<file path="src/hw/rtl/polyline_segment_metrics_defines.svh">
// Assertion helpers shared by the RTL.
`ifndef POLYLINE_SEGMENT_METRICS_DEFINES_SVH
`define POLYLINE_SEGMENT_METRICS_DEFINES_SVH

// Same-cycle implication, disabled during reset.
`define PSM_ASSERT_NOW(label, ante, cons) \
  label: assert property (@(posedge clk) disable iff (!rst_n) (ante) |-> (cons)) \
    else $error("assertion failed");

// Next-cycle implication, disabled during reset.
`define PSM_ASSERT_NEXT(label, ante, cons) \
  label: assert property (@(posedge clk) disable iff (!rst_n) (ante) |=> (cons)) \
    else $error("assertion failed");

`endif

</file>
<file path="src/hw/rtl/psm_pkg.sv">
package psm_pkg;

  localparam int COORD_BITS_DEF = 32;
  localparam int AW  = 72;   // unit datapath width
  localparam int QW  = 51;   // quotient / root register width
  localparam int LW  = 35;   // length width
  localparam int TW  = 48;   // time width
  localparam int CW  = 16;   // cosine width
  localparam int SW  = 6;    // step counter width
  localparam int FRAC_BITS = 15;

  localparam logic [TW-1:0] TIME_MAX = {TW{1'b1}};
  localparam logic [CW-1:0] COS_M1   = 16'h8000;
  localparam logic [CW-1:0] COS_P1   = 16'h7FFF;
  localparam logic [31:0]   FEED_RST = 32'h0001_0000;

  typedef logic [1:0] psm_op_t;
  localparam psm_op_t OP_MAC  = 2'd0;
  localparam psm_op_t OP_MSC  = 2'd1;
  localparam psm_op_t OP_SQRT = 2'd2;
  localparam psm_op_t OP_DIV  = 2'd3;

  typedef struct packed {
    psm_op_t         op;
    logic [SW-1:0]   steps;
    logic [AW-1:0]   r0;
    logic [AW-1:0]   x0;
    logic [AW-1:0]   d;
  } psm_req_t;

endpackage

</file>
<file path="src/hw/rtl/psm_unit.sv">
`include "polyline_segment_metrics_defines.svh"

module psm_unit
  import psm_pkg::*;
(
  input  logic           clk,
  input  logic           rst_n,
  input  logic           start,
  input  psm_req_t       req,
  output logic           done,
  output logic [AW-1:0]  acc,
  output logic [QW-1:0]  q
);

  logic [AW-1:0] acc_r, acc_nxt, sh_r, sh_nxt, d_r;
  logic [QW-1:0] q_r, q_nxt;
  psm_op_t       op_r;
  logic [SW-1:0] cnt_r;
  logic          busy_r, done_r;

  logic [AW-1:0] opa, opb;
  logic          sub, take;
  logic [AW:0]   sum;

  always_comb begin
    opa = acc_r;
    opb = sh_r;
    sub = 1'b0;
    case (op_r)
      OP_MAC: begin
        sub = 1'b0;
      end
      OP_MSC: begin
        sub = 1'b1;
      end
      OP_SQRT: begin
        opa = {acc_r[AW-3:0], sh_r[AW-1:AW-2]};
        opb = {{(AW-QW-2){1'b0}}, q_r, 2'b01};
        sub = 1'b1;
      end
      default: begin
        opa = {acc_r[AW-2:0], sh_r[AW-1]};
        opb = d_r;
        sub = 1'b1;
      end
    endcase
    sum = {1'b0, opa} + {1'b0, opb ^ {AW{sub}}} + {{AW{1'b0}}, sub};
    if (op_r == OP_MAC || op_r == OP_MSC) begin
      take   = q_r[0];
      q_nxt  = q_r >> 1;
      sh_nxt = sh_r << 1;
    end else begin
      take   = sum[AW];
      q_nxt  = {q_r[QW-2:0], take};
      sh_nxt = (op_r == OP_SQRT) ? (sh_r << 2) : (sh_r << 1);
    end
    acc_nxt = take ? sum[AW-1:0] : opa;
  end

  always_ff @(posedge clk) begin
    if (!rst_n) begin
      busy_r <= 1'b0;
      done_r <= 1'b0;
      cnt_r  <= '0;
    end else begin
      done_r <= 1'b0;
      if (start) begin
        busy_r <= 1'b1;
        cnt_r  <= req.steps;
      end else if (busy_r) begin
        cnt_r <= cnt_r - 1'b1;
        if (cnt_r == SW'(1)) begin
          busy_r <= 1'b0;
          done_r <= 1'b1;
        end
      end
    end
  end

  always_ff @(posedge clk) begin
    if (start) begin
      op_r  <= req.op;
      acc_r <= req.r0;
      sh_r  <= req.x0;
      d_r   <= req.d;
      q_r   <= (req.op == OP_MAC || req.op == OP_MSC) ? req.d[QW-1:0] : '0;
    end else if (busy_r) begin
      acc_r <= acc_nxt;
      sh_r  <= sh_nxt;
      q_r   <= q_nxt;
    end
  end

  assign done = done_r;
  assign acc  = acc_r;
  assign q    = q_r;

  `PSM_ASSERT_NOW(a_no_restart, start, !busy_r)
  `PSM_ASSERT_NOW(a_done_idle, done_r, !busy_r)
  `PSM_ASSERT_NEXT(a_done_after_last, busy_r && cnt_r == SW'(1) && !start, done_r)

endmodule

</file>
<file path="src/hw/rtl/polyline_segment_metrics.sv">
// channel | dir | handshake             | payload
// in      | in  | in_valid / in_ready   | in_point_x/y/z, in_last_point
// out     | out | out_valid / out_ready | out_segment_length, _time, _corner_cosine, _last_of_run
// cfg     | in  | cfg_wr_en             | cfg_wr_data (feed speed)
//
// One word at a time; ready only while the sequencer is idle. An op on the unit is a start,
// its steps and a done strobe. An interior point next to a zero-length segment skips the
// cosine ops, and a closing point adds a time divide for its own word.
// Synchronous active-low reset clears the path and sets feed speed to 1.0.
// A held result on out stalls the sequencer only when the next one is ready.
`include "polyline_segment_metrics_defines.svh"

module polyline_segment_metrics
  import psm_pkg::*;
#(
  parameter int COORD_BITS = COORD_BITS_DEF
) (
  input  logic                 clk,
  input  logic                 rst_n,
  input  logic                 in_valid,
  output logic                 in_ready,
  input  logic signed [31:0]   in_point_x,
  input  logic signed [31:0]   in_point_y,
  input  logic signed [31:0]   in_point_z,
  input  logic                 in_last_point,
  output logic                 out_valid,
  input  logic                 out_ready,
  output logic [LW-1:0]        out_segment_length,
  output logic [TW-1:0]        out_segment_time,
  output logic signed [CW-1:0] out_corner_cosine,
  output logic                 out_last_of_run,
  input  logic                 cfg_wr_en,
  input  logic [31:0]          cfg_wr_data
);

  localparam int DW = COORD_BITS + 1;

  localparam logic [3:0] S_IDLE = 4'd0;
  localparam logic [3:0] S_SQ   = 4'd1;
  localparam logic [3:0] S_SQRT = 4'd2;
  localparam logic [3:0] S_DOT  = 4'd3;
  localparam logic [3:0] S_NEG  = 4'd4;
  localparam logic [3:0] S_DEN  = 4'd5;
  localparam logic [3:0] S_COS  = 4'd6;
  localparam logic [3:0] S_T1   = 4'd7;
  localparam logic [3:0] S_E1   = 4'd8;
  localparam logic [3:0] S_T2   = 4'd9;
  localparam logic [3:0] S_E2   = 4'd10;

  localparam logic [1:0] PS_NONE = 2'd0;
  localparam logic [1:0] PS_ONE  = 2'd1;
  localparam logic [1:0] PS_TWO  = 2'd2;

  logic [3:0] state_r, state_nxt;
  logic [1:0] ps_r, ps_nxt, k_r, k_nxt;
  logic       pend_r, pend_nxt;
  logic       out_valid_r, out_valid_nxt;
  logic [31:0] feed_r;

  logic signed [COORD_BITS-1:0] cur_r[3], prev_r[3], old_r[3];
  logic          last_r;
  logic [LW-1:0] prev_len_r, len_r, len_nxt;
  logic [AW-1:0] num_r, den_r;
  logic          neg_r;
  logic [CW-1:0] cos_r, cos_nxt;
  logic [TW-1:0] t_r, t_nxt;

  logic [LW-1:0] res_len_r, res_len_nxt;
  logic [TW-1:0] res_t_r, res_t_nxt;
  logic [CW-1:0] res_cos_r, res_cos_nxt;
  logic          res_last_r, res_last_nxt;

  logic [LW-1:0] o_len_r;
  logic [TW-1:0] o_t_r;
  logic [CW-1:0] o_cos_r;
  logic          o_last_r;

  logic          in_acc, out_free, load_out, shift_pts, take_in;
  logic signed [DW-1:0] d1, d2;
  logic [DW-1:0] m1, m2;
  logic [LW-1:0] tlen;
  logic [TW-1:0] tq;
  logic [CW-1:0] cq;

  psm_req_t      req;
  logic          u_start, u_done;
  logic [AW-1:0] u_acc;
  logic [QW-1:0] u_q;

  assign in_ready = (state_r == S_IDLE);
  assign in_acc   = in_valid && in_ready;
  assign out_free = !out_valid_r || out_ready;

  assign d2 = {cur_r[k_r][COORD_BITS-1], cur_r[k_r]} - {prev_r[k_r][COORD_BITS-1], prev_r[k_r]};
  assign d1 = {old_r[k_r][COORD_BITS-1], old_r[k_r]} - {prev_r[k_r][COORD_BITS-1], prev_r[k_r]};
  assign m2 = d2[DW-1] ? DW'(-d2) : DW'(d2);
  assign m1 = d1[DW-1] ? DW'(-d1) : DW'(d1);
  assign tlen = (state_r == S_T2) ? len_r : prev_len_r;
  assign tq = (|u_q[QW-1:TW]) ? TIME_MAX : u_q[TW-1:0];
  assign cq = neg_r ? (CW'(0) - {1'b0, u_q[FRAC_BITS-1:0]}) : {1'b0, u_q[FRAC_BITS-1:0]};

  always_comb begin
    req.op    = OP_MAC;
    req.steps = SW'(LW);
    req.r0    = '0;
    req.x0    = '0;
    req.d     = '0;
    case (state_r)
      S_SQ: begin
        req.r0 = (k_r == 2'd0) ? '0 : u_acc;
        req.x0 = AW'(m2);
        req.d  = AW'(m2);
      end
      S_SQRT: begin
        req.op = OP_SQRT;
        req.x0 = {u_acc[AW-3:0], 2'b00};
      end
      S_DOT: begin
        req.op = (d1[DW-1] != d2[DW-1]) ? OP_MSC : OP_MAC;
        req.r0 = (k_r == 2'd0) ? '0 : u_acc;
        req.x0 = AW'(m1);
        req.d  = AW'(m2);
      end
      S_DEN: begin
        req.x0 = AW'(prev_len_r);
        req.d  = AW'(len_r);
      end
      S_COS: begin
        req.op    = OP_DIV;
        req.steps = SW'(FRAC_BITS);
        req.r0    = num_r;
        req.d     = den_r;
      end
      S_T1, S_T2: begin
        req.op    = OP_DIV;
        req.steps = SW'(QW);
        req.x0    = {tlen, {(AW-LW){1'b0}}};
        req.d     = AW'(feed_r);
      end
      default: begin
        req.op = OP_MAC;
      end
    endcase
  end

  always_comb begin
    state_nxt     = state_r;
    ps_nxt        = ps_r;
    k_nxt         = k_r;
    pend_nxt      = pend_r;
    out_valid_nxt = out_valid_r && !out_ready;
    u_start       = 1'b0;
    len_nxt       = len_r;
    cos_nxt       = cos_r;
    t_nxt         = t_r;
    res_len_nxt   = res_len_r;
    res_t_nxt     = res_t_r;
    res_cos_nxt   = res_cos_r;
    res_last_nxt  = res_last_r;
    load_out      = 1'b0;
    shift_pts     = 1'b0;
    take_in       = 1'b0;
    case (state_r)
      S_IDLE: begin
        if (in_acc) begin
          if (ps_r == PS_NONE) begin
            if (in_last_point) begin
              res_len_nxt  = '0;
              res_t_nxt    = '0;
              res_cos_nxt  = COS_M1;
              res_last_nxt = 1'b1;
              state_nxt    = S_E2;
            end else begin
              take_in = 1'b1;
              ps_nxt  = PS_ONE;
            end
          end else begin
            k_nxt     = 2'd0;
            state_nxt = S_SQ;
          end
        end
      end
      S_SQ, S_DOT: begin
        if (!pend_r) begin
          u_start  = 1'b1;
          pend_nxt = 1'b1;
        end else if (u_done) begin
          pend_nxt = 1'b0;
          k_nxt    = k_r + 2'd1;
          if (k_r == 2'd2) begin
            k_nxt     = 2'd0;
            state_nxt = (state_r == S_SQ) ? S_SQRT : S_NEG;
          end
        end
      end
      S_SQRT: begin
        if (!pend_r) begin
          u_start  = 1'b1;
          pend_nxt = 1'b1;
        end else if (u_done) begin
          pend_nxt = 1'b0;
          len_nxt  = u_q[LW-1:0];
          if (ps_r == PS_ONE) begin
            res_len_nxt  = '0;
            res_t_nxt    = '0;
            res_cos_nxt  = COS_M1;
            res_last_nxt = 1'b0;
            state_nxt    = S_E1;
          end else if (prev_len_r == '0 || u_q[LW-1:0] == '0) begin
            cos_nxt   = '0;
            state_nxt = S_T1;
          end else begin
            k_nxt     = 2'd0;
            state_nxt = S_DOT;
          end
        end
      end
      S_NEG: begin
        state_nxt = S_DEN;
      end
      S_DEN: begin
        if (!pend_r) begin
          u_start  = 1'b1;
          pend_nxt = 1'b1;
        end else if (u_done) begin
          pend_nxt  = 1'b0;
          state_nxt = S_COS;
        end
      end
      S_COS: begin
        if (!pend_r) begin
          if (num_r >= den_r) begin
            cos_nxt   = neg_r ? COS_M1 : COS_P1;
            state_nxt = S_T1;
          end else begin
            u_start  = 1'b1;
            pend_nxt = 1'b1;
          end
        end else if (u_done) begin
          pend_nxt  = 1'b0;
          cos_nxt   = cq;
          state_nxt = S_T1;
        end
      end
      S_T1, S_T2: begin
        if (!pend_r) begin
          if (feed_r == '0) begin
            t_nxt = TIME_MAX;
            state_nxt = (state_r == S_T1) ? S_E1 : S_E2;
          end else begin
            u_start  = 1'b1;
            pend_nxt = 1'b1;
          end
        end else if (u_done) begin
          pend_nxt  = 1'b0;
          t_nxt     = tq;
          state_nxt = (state_r == S_T1) ? S_E1 : S_E2;
        end
        if (state_nxt != state_r) begin
          res_len_nxt  = tlen;
          res_t_nxt    = t_nxt;
          res_cos_nxt  = (state_r == S_T1) ? cos_nxt : COS_M1;
          res_last_nxt = (state_r == S_T2);
        end
      end
      S_E1: begin
        if (out_free) begin
          load_out      = 1'b1;
          out_valid_nxt = 1'b1;
          if (last_r) begin
            state_nxt = S_T2;
          end else begin
            shift_pts = 1'b1;
            ps_nxt    = PS_TWO;
            state_nxt = S_IDLE;
          end
        end
      end
      S_E2: begin
        if (out_free) begin
          load_out      = 1'b1;
          out_valid_nxt = 1'b1;
          ps_nxt        = PS_NONE;
          state_nxt     = S_IDLE;
        end
      end
      default: begin
        state_nxt = S_IDLE;
      end
    endcase
  end

  always_ff @(posedge clk) begin
    if (!rst_n) begin
      state_r     <= S_IDLE;
      ps_r        <= PS_NONE;
      k_r         <= '0;
      pend_r      <= 1'b0;
      out_valid_r <= 1'b0;
      feed_r      <= FEED_RST;
    end else begin
      state_r     <= state_nxt;
      ps_r        <= ps_nxt;
      k_r         <= k_nxt;
      pend_r      <= pend_nxt;
      out_valid_r <= out_valid_nxt;
      if (cfg_wr_en) begin
        feed_r <= cfg_wr_data;
      end
    end
  end

  always_ff @(posedge clk) begin
    len_r      <= len_nxt;
    cos_r      <= cos_nxt;
    t_r        <= t_nxt;
    res_len_r  <= res_len_nxt;
    res_t_r    <= res_t_nxt;
    res_cos_r  <= res_cos_nxt;
    res_last_r <= res_last_nxt;
    if (in_acc) begin
      cur_r[0] <= in_point_x[COORD_BITS-1:0];
      cur_r[1] <= in_point_y[COORD_BITS-1:0];
      cur_r[2] <= in_point_z[COORD_BITS-1:0];
      last_r   <= in_last_point;
    end
    if (take_in) begin
      prev_r[0] <= in_point_x[COORD_BITS-1:0];
      prev_r[1] <= in_point_y[COORD_BITS-1:0];
      prev_r[2] <= in_point_z[COORD_BITS-1:0];
    end
    if (shift_pts) begin
      old_r      <= prev_r;
      prev_r     <= cur_r;
      prev_len_r <= len_r;
    end
    if (state_r == S_NEG) begin
      neg_r <= u_acc[AW-1];
      num_r <= u_acc[AW-1] ? (AW'(0) - u_acc) : u_acc;
    end
    if (state_r == S_DEN && u_done) begin
      den_r <= u_acc;
    end
    if (load_out) begin
      o_len_r  <= res_len_r;
      o_t_r    <= res_t_r;
      o_cos_r  <= res_cos_r;
      o_last_r <= res_last_r;
    end
  end

  psm_unit u_unit (
    .clk   (clk),
    .rst_n (rst_n),
    .start (u_start),
    .req   (req),
    .done  (u_done),
    .acc   (u_acc),
    .q     (u_q)
  );

  assign out_valid          = out_valid_r;
  assign out_segment_length = o_len_r;
  assign out_segment_time   = o_t_r;
  assign out_corner_cosine  = o_cos_r;
  assign out_last_of_run    = o_last_r;

  `PSM_ASSERT_NOW(a_ps_range, 1'b1, ps_r != 2'd3)
  `PSM_ASSERT_NOW(a_root_fits, state_r == S_SQRT && u_done, u_q[QW-1:LW] == '0)
  `PSM_ASSERT_NOW(a_pend_op, pend_r,
                  state_r == S_SQ || state_r == S_SQRT || state_r == S_DOT ||
                  state_r == S_DEN || state_r == S_COS || state_r == S_T1 ||
                  state_r == S_T2)

endmodule

</file>
<file path="config.mk">
export PLATFORM = sky130hd
export DESIGN_NAME = polyline_segment_metrics
export DESIGN_NICKNAME = d
export VERILOG_FILES = /design/src/hw/rtl/psm_pkg.sv /design/src/hw/rtl/psm_unit.sv /design/src/hw/rtl/polyline_segment_metrics.sv
export VERILOG_INCLUDE_DIRS = /design/src /design/src/hw/rtl
export SDC_FILE = /design/constraint.sdc
export NUM_CORES = 2
export LEC_CHECK = 0
export BUFFER_PORTS_ARGS = -buffer_cell sky130_fd_sc_hd__clkbuf_2
export CORE_MARGIN = 2
export CORE_UTILIZATION = 45
export DETAILED_ROUTE_END_ITERATION = 16
export SYNTH_ARGS = -nofsm -noshare
export SYNTH_HDL_FRONTEND = slang
export SYNTH_SLANG_ARGS = --single-unit
</file>
<file path="constraint.sdc">
create_clock -name clk -period 32.5 [get_ports clk]
set_clock_uncertainty 0.2 [all_clocks]
set_input_delay 3.25 -clock clk [delete_from_list [all_inputs] [get_ports clk]]
set_output_delay 3.25 -clock clk [all_outputs]
set_load 0.05 [all_outputs]
</file>
==> flow_summary.ini <==
[setup_path]
cp.required_ns = 32.81
cp_max_fo = 107
end_kind = register
critPathMaxStageDelay_ns = 0.97
crit_path_top_delay_cell = buf_4
path_class = reg -> reg
critPathMostFrequentCell = buf_4
start_kind = register
critical_path.cell_chain = buf_4, buf_12, buf_4, mux2i_1, a21oi_1, ha_1, and4_1, and3_1, nand2_1, or3_1, o211a_1, o21ai_0, a31oi_1, o41ai_1, o211a_4, buf_4, and3_1, o21bai_1, a32o_1
worst-path-buf-inv = 4
path_delay_family = compound AO/OA/AOI/OAI gates
critPathArrivalTime_ns = 8.82

[sta]
max-slew-margin-rel = 0.143
period_share = 0.262
tightest_slew_ns = 1.28
setup_viol_count_final = 0
hold_ws_ns = 0.209
tns_ns = 0
fmax_mhz = 117
final_max_slew_viol_count = 0
fin_crit_ns = 8.51
rsz0062_at_grt = false
finalHoldViolCount = 0

[synthesis]
yosys.area.top_type_share = 0.514
synth_top_flop_cell = edfxtp_1
yosysTopAreaCell = edfxtp_1
ys_types = 88
syn_area_um2 = 60600
yosysWarningCount = 0
ys_async_sr_fraction = 0
synth_nets = 5816
ys_ff_latch = 1087
synthTopCellsByArea = edfxtp_1, mux2i_1, ha_1
synth_enable_flop_cells = 1037
avgSynthCellArea_um2 = 11.1
synthCells = 5466
seq_area_frac_synth = 0.530

[layout]
fillCellCount = 11910
area_growth_pct = 11.4
drive_gt1_frac = 0.119
nets = 5882

[cts]
clkLatencyLatePin_ns = 0.79
clk_pin_slew_ns = 0.06
numCtsBuffers = 118
cts_resized = 0
h-tree-depth = 3
cts_hold_buf = 0
root_buffer = clkbuf_16
clock-sinks = 1087
clk_path_buf_depth = 3
post-cts-setup-buffers = 0
cts_tree = yes

[routing]
viasPerCell = 6.14
drtAntennaViolNets = 0
dr.pass1.iters = 12
drc = 0
drt_iter0_markers = 5643
post_drt_wl_per_cell_um = 26.6
wl_mm = 197
vias = 45526

[flow_run]
cap_viol_max_count = 0

[die]
die_h_um = 371
initial_core_util = 0.454
die_x_um = 371
die-area_um2 = 138000
num_rows = 134
core_area_um2 = 134000
io_pins = 236

[global_routing]
grt_pass1_vias = 43998
grt-ovfl-total = 0
track_usage = 0.281
grt_max_degree = 155
grt_pass1_wl_mm = 290
antenna_found_initial = 11

[placed_design]
dpl.hpwl_mm = 142
gp_congestion = 0.967
port_buffers = 235

[hold_path]
hold_path.class = reg -> reg

[outcome]
status = finished clean
-- layer usage --
| layer | part of all wire | global-route usage | routed length [um] | up-vias |
|---|---|---|---|---|
| met5 | 0.00019 | 0 | 38 | - |
| met4 | 0.056 | 0.142 | 11000 | 6 |
| met3 | 0.077 | 0.0537 | 15300 | 442 |
| met2 | 0.46 | 0.446 | 89900 | 1976 |
| met1 | 0.41 | 0.367 | 80600 | 22364 |
| li1 | - | - | - | 20738 |
-- flip-flops by register name, indices dropped and copies added, names as in the netlist, 32 cells and up --
register / flops
cur_r: 96
old_r: 96
prev_r: 96
den_r: 72
num_r: 72
u_unit.acc: 72
u_unit.d_r: 72
u_unit.sh_r: 72
u_unit.q: 51
out_segment_time: 48
res_t_r: 48
t_r: 48
len_r: 35
out_segment_length: 35
prev_len_r: 35
res_len_r: 35
feed_r: 32
-- per-stage QoR --
stage / utilization / area (um2) / instances / worst slack, ns
floorplan: - / 60600 / 5466 / 12.40
global placement: 0.474 / 63400 / 7180 / 24.23
detailed placement: 0.474 / 63400 / 7180 / 24.03
CTS: 0.505 / 67500 / 7406 / 24.00
global route: 0.505 / 67500 / 7409 / 23.43
finish: 0.505 / 67500 / 7413 / 23.99
-- logic make-up after synthesis --
family	count (synthesis)	synth area share
xor+xnor	317	0.0458
flops	1087	0.530
mux	485	0.0821
buf+inv	513	0.0322
simple gates	1334	0.104
compound gates	1514	0.161
fa+ha+maj	216	0.0450
-- cell usage after synthesis (62+ instances only) --
library cell and number:
nor2_1 349, a21o_1 99, nand2_1 481, nand3_1 67, ha_1 213, o21ai_0 402, a21oi_1 430, inv_1 145
nor2b_1 62, xnor2_1 238, clkbuf_1 320, mux2_2 97, edfxtp_1 1037, mux2i_1 388, xor2_1 79, and2_1 85
-- cell type report --
cell class | count | area, um2 | share of cell area
Clock buffer | 145 | 3110 | 0.0461
Timing Repair Buffer | 311 | 1770 | 0.0262
Tap cell | 1768 | 2210 | 0.0328
Clock inverter | 81 | 1020 | 0.0151
Inverter | 148 | 566 | 0.00837
Sequential cell | 1087 | 32100 | 0.476
Antenna cell | 7 | 17.5 | 0.000259
Multi-Input combinational cell | 3866 | 26700 | 0.395
-- worst paths after layout --
kind	from	slack [ns]	end	cells past startpoint
max	u_unit.op_r[0]	23.99	u_unit.acc[0]	19
min	res_len_r[25]	0.21	out_segment_length[25]	0
max reg2reg	u_unit.op_r[0]	23.99	u_unit.acc[0]	19
min reg2reg	res_len_r[25]	0.21	out_segment_length[25]	0
-- layout by cell type (no fill, tap or decap), types with 51 or more instances in the layout --
cell and n:
edfxtp_1 1037, nand2_1 479, a21oi_1 429, o21ai_0 401, mux2i_1 388, nor2_1 343
xnor2_1 238, clkbuf_2 235, ha_1 213, inv_1 143, clkbuf_16 118, a21o_1 99
mux2_2 97, and2_1 83, xor2_1 79, buf_4 74, nand3_1 66, nor2b_1 61
o2bb2ai_1 54, nand4_1 51
Power is left out: the tool's default activity adds up to more than one toggle a clock period on the data nets, which glitch-free logic cannot reach.
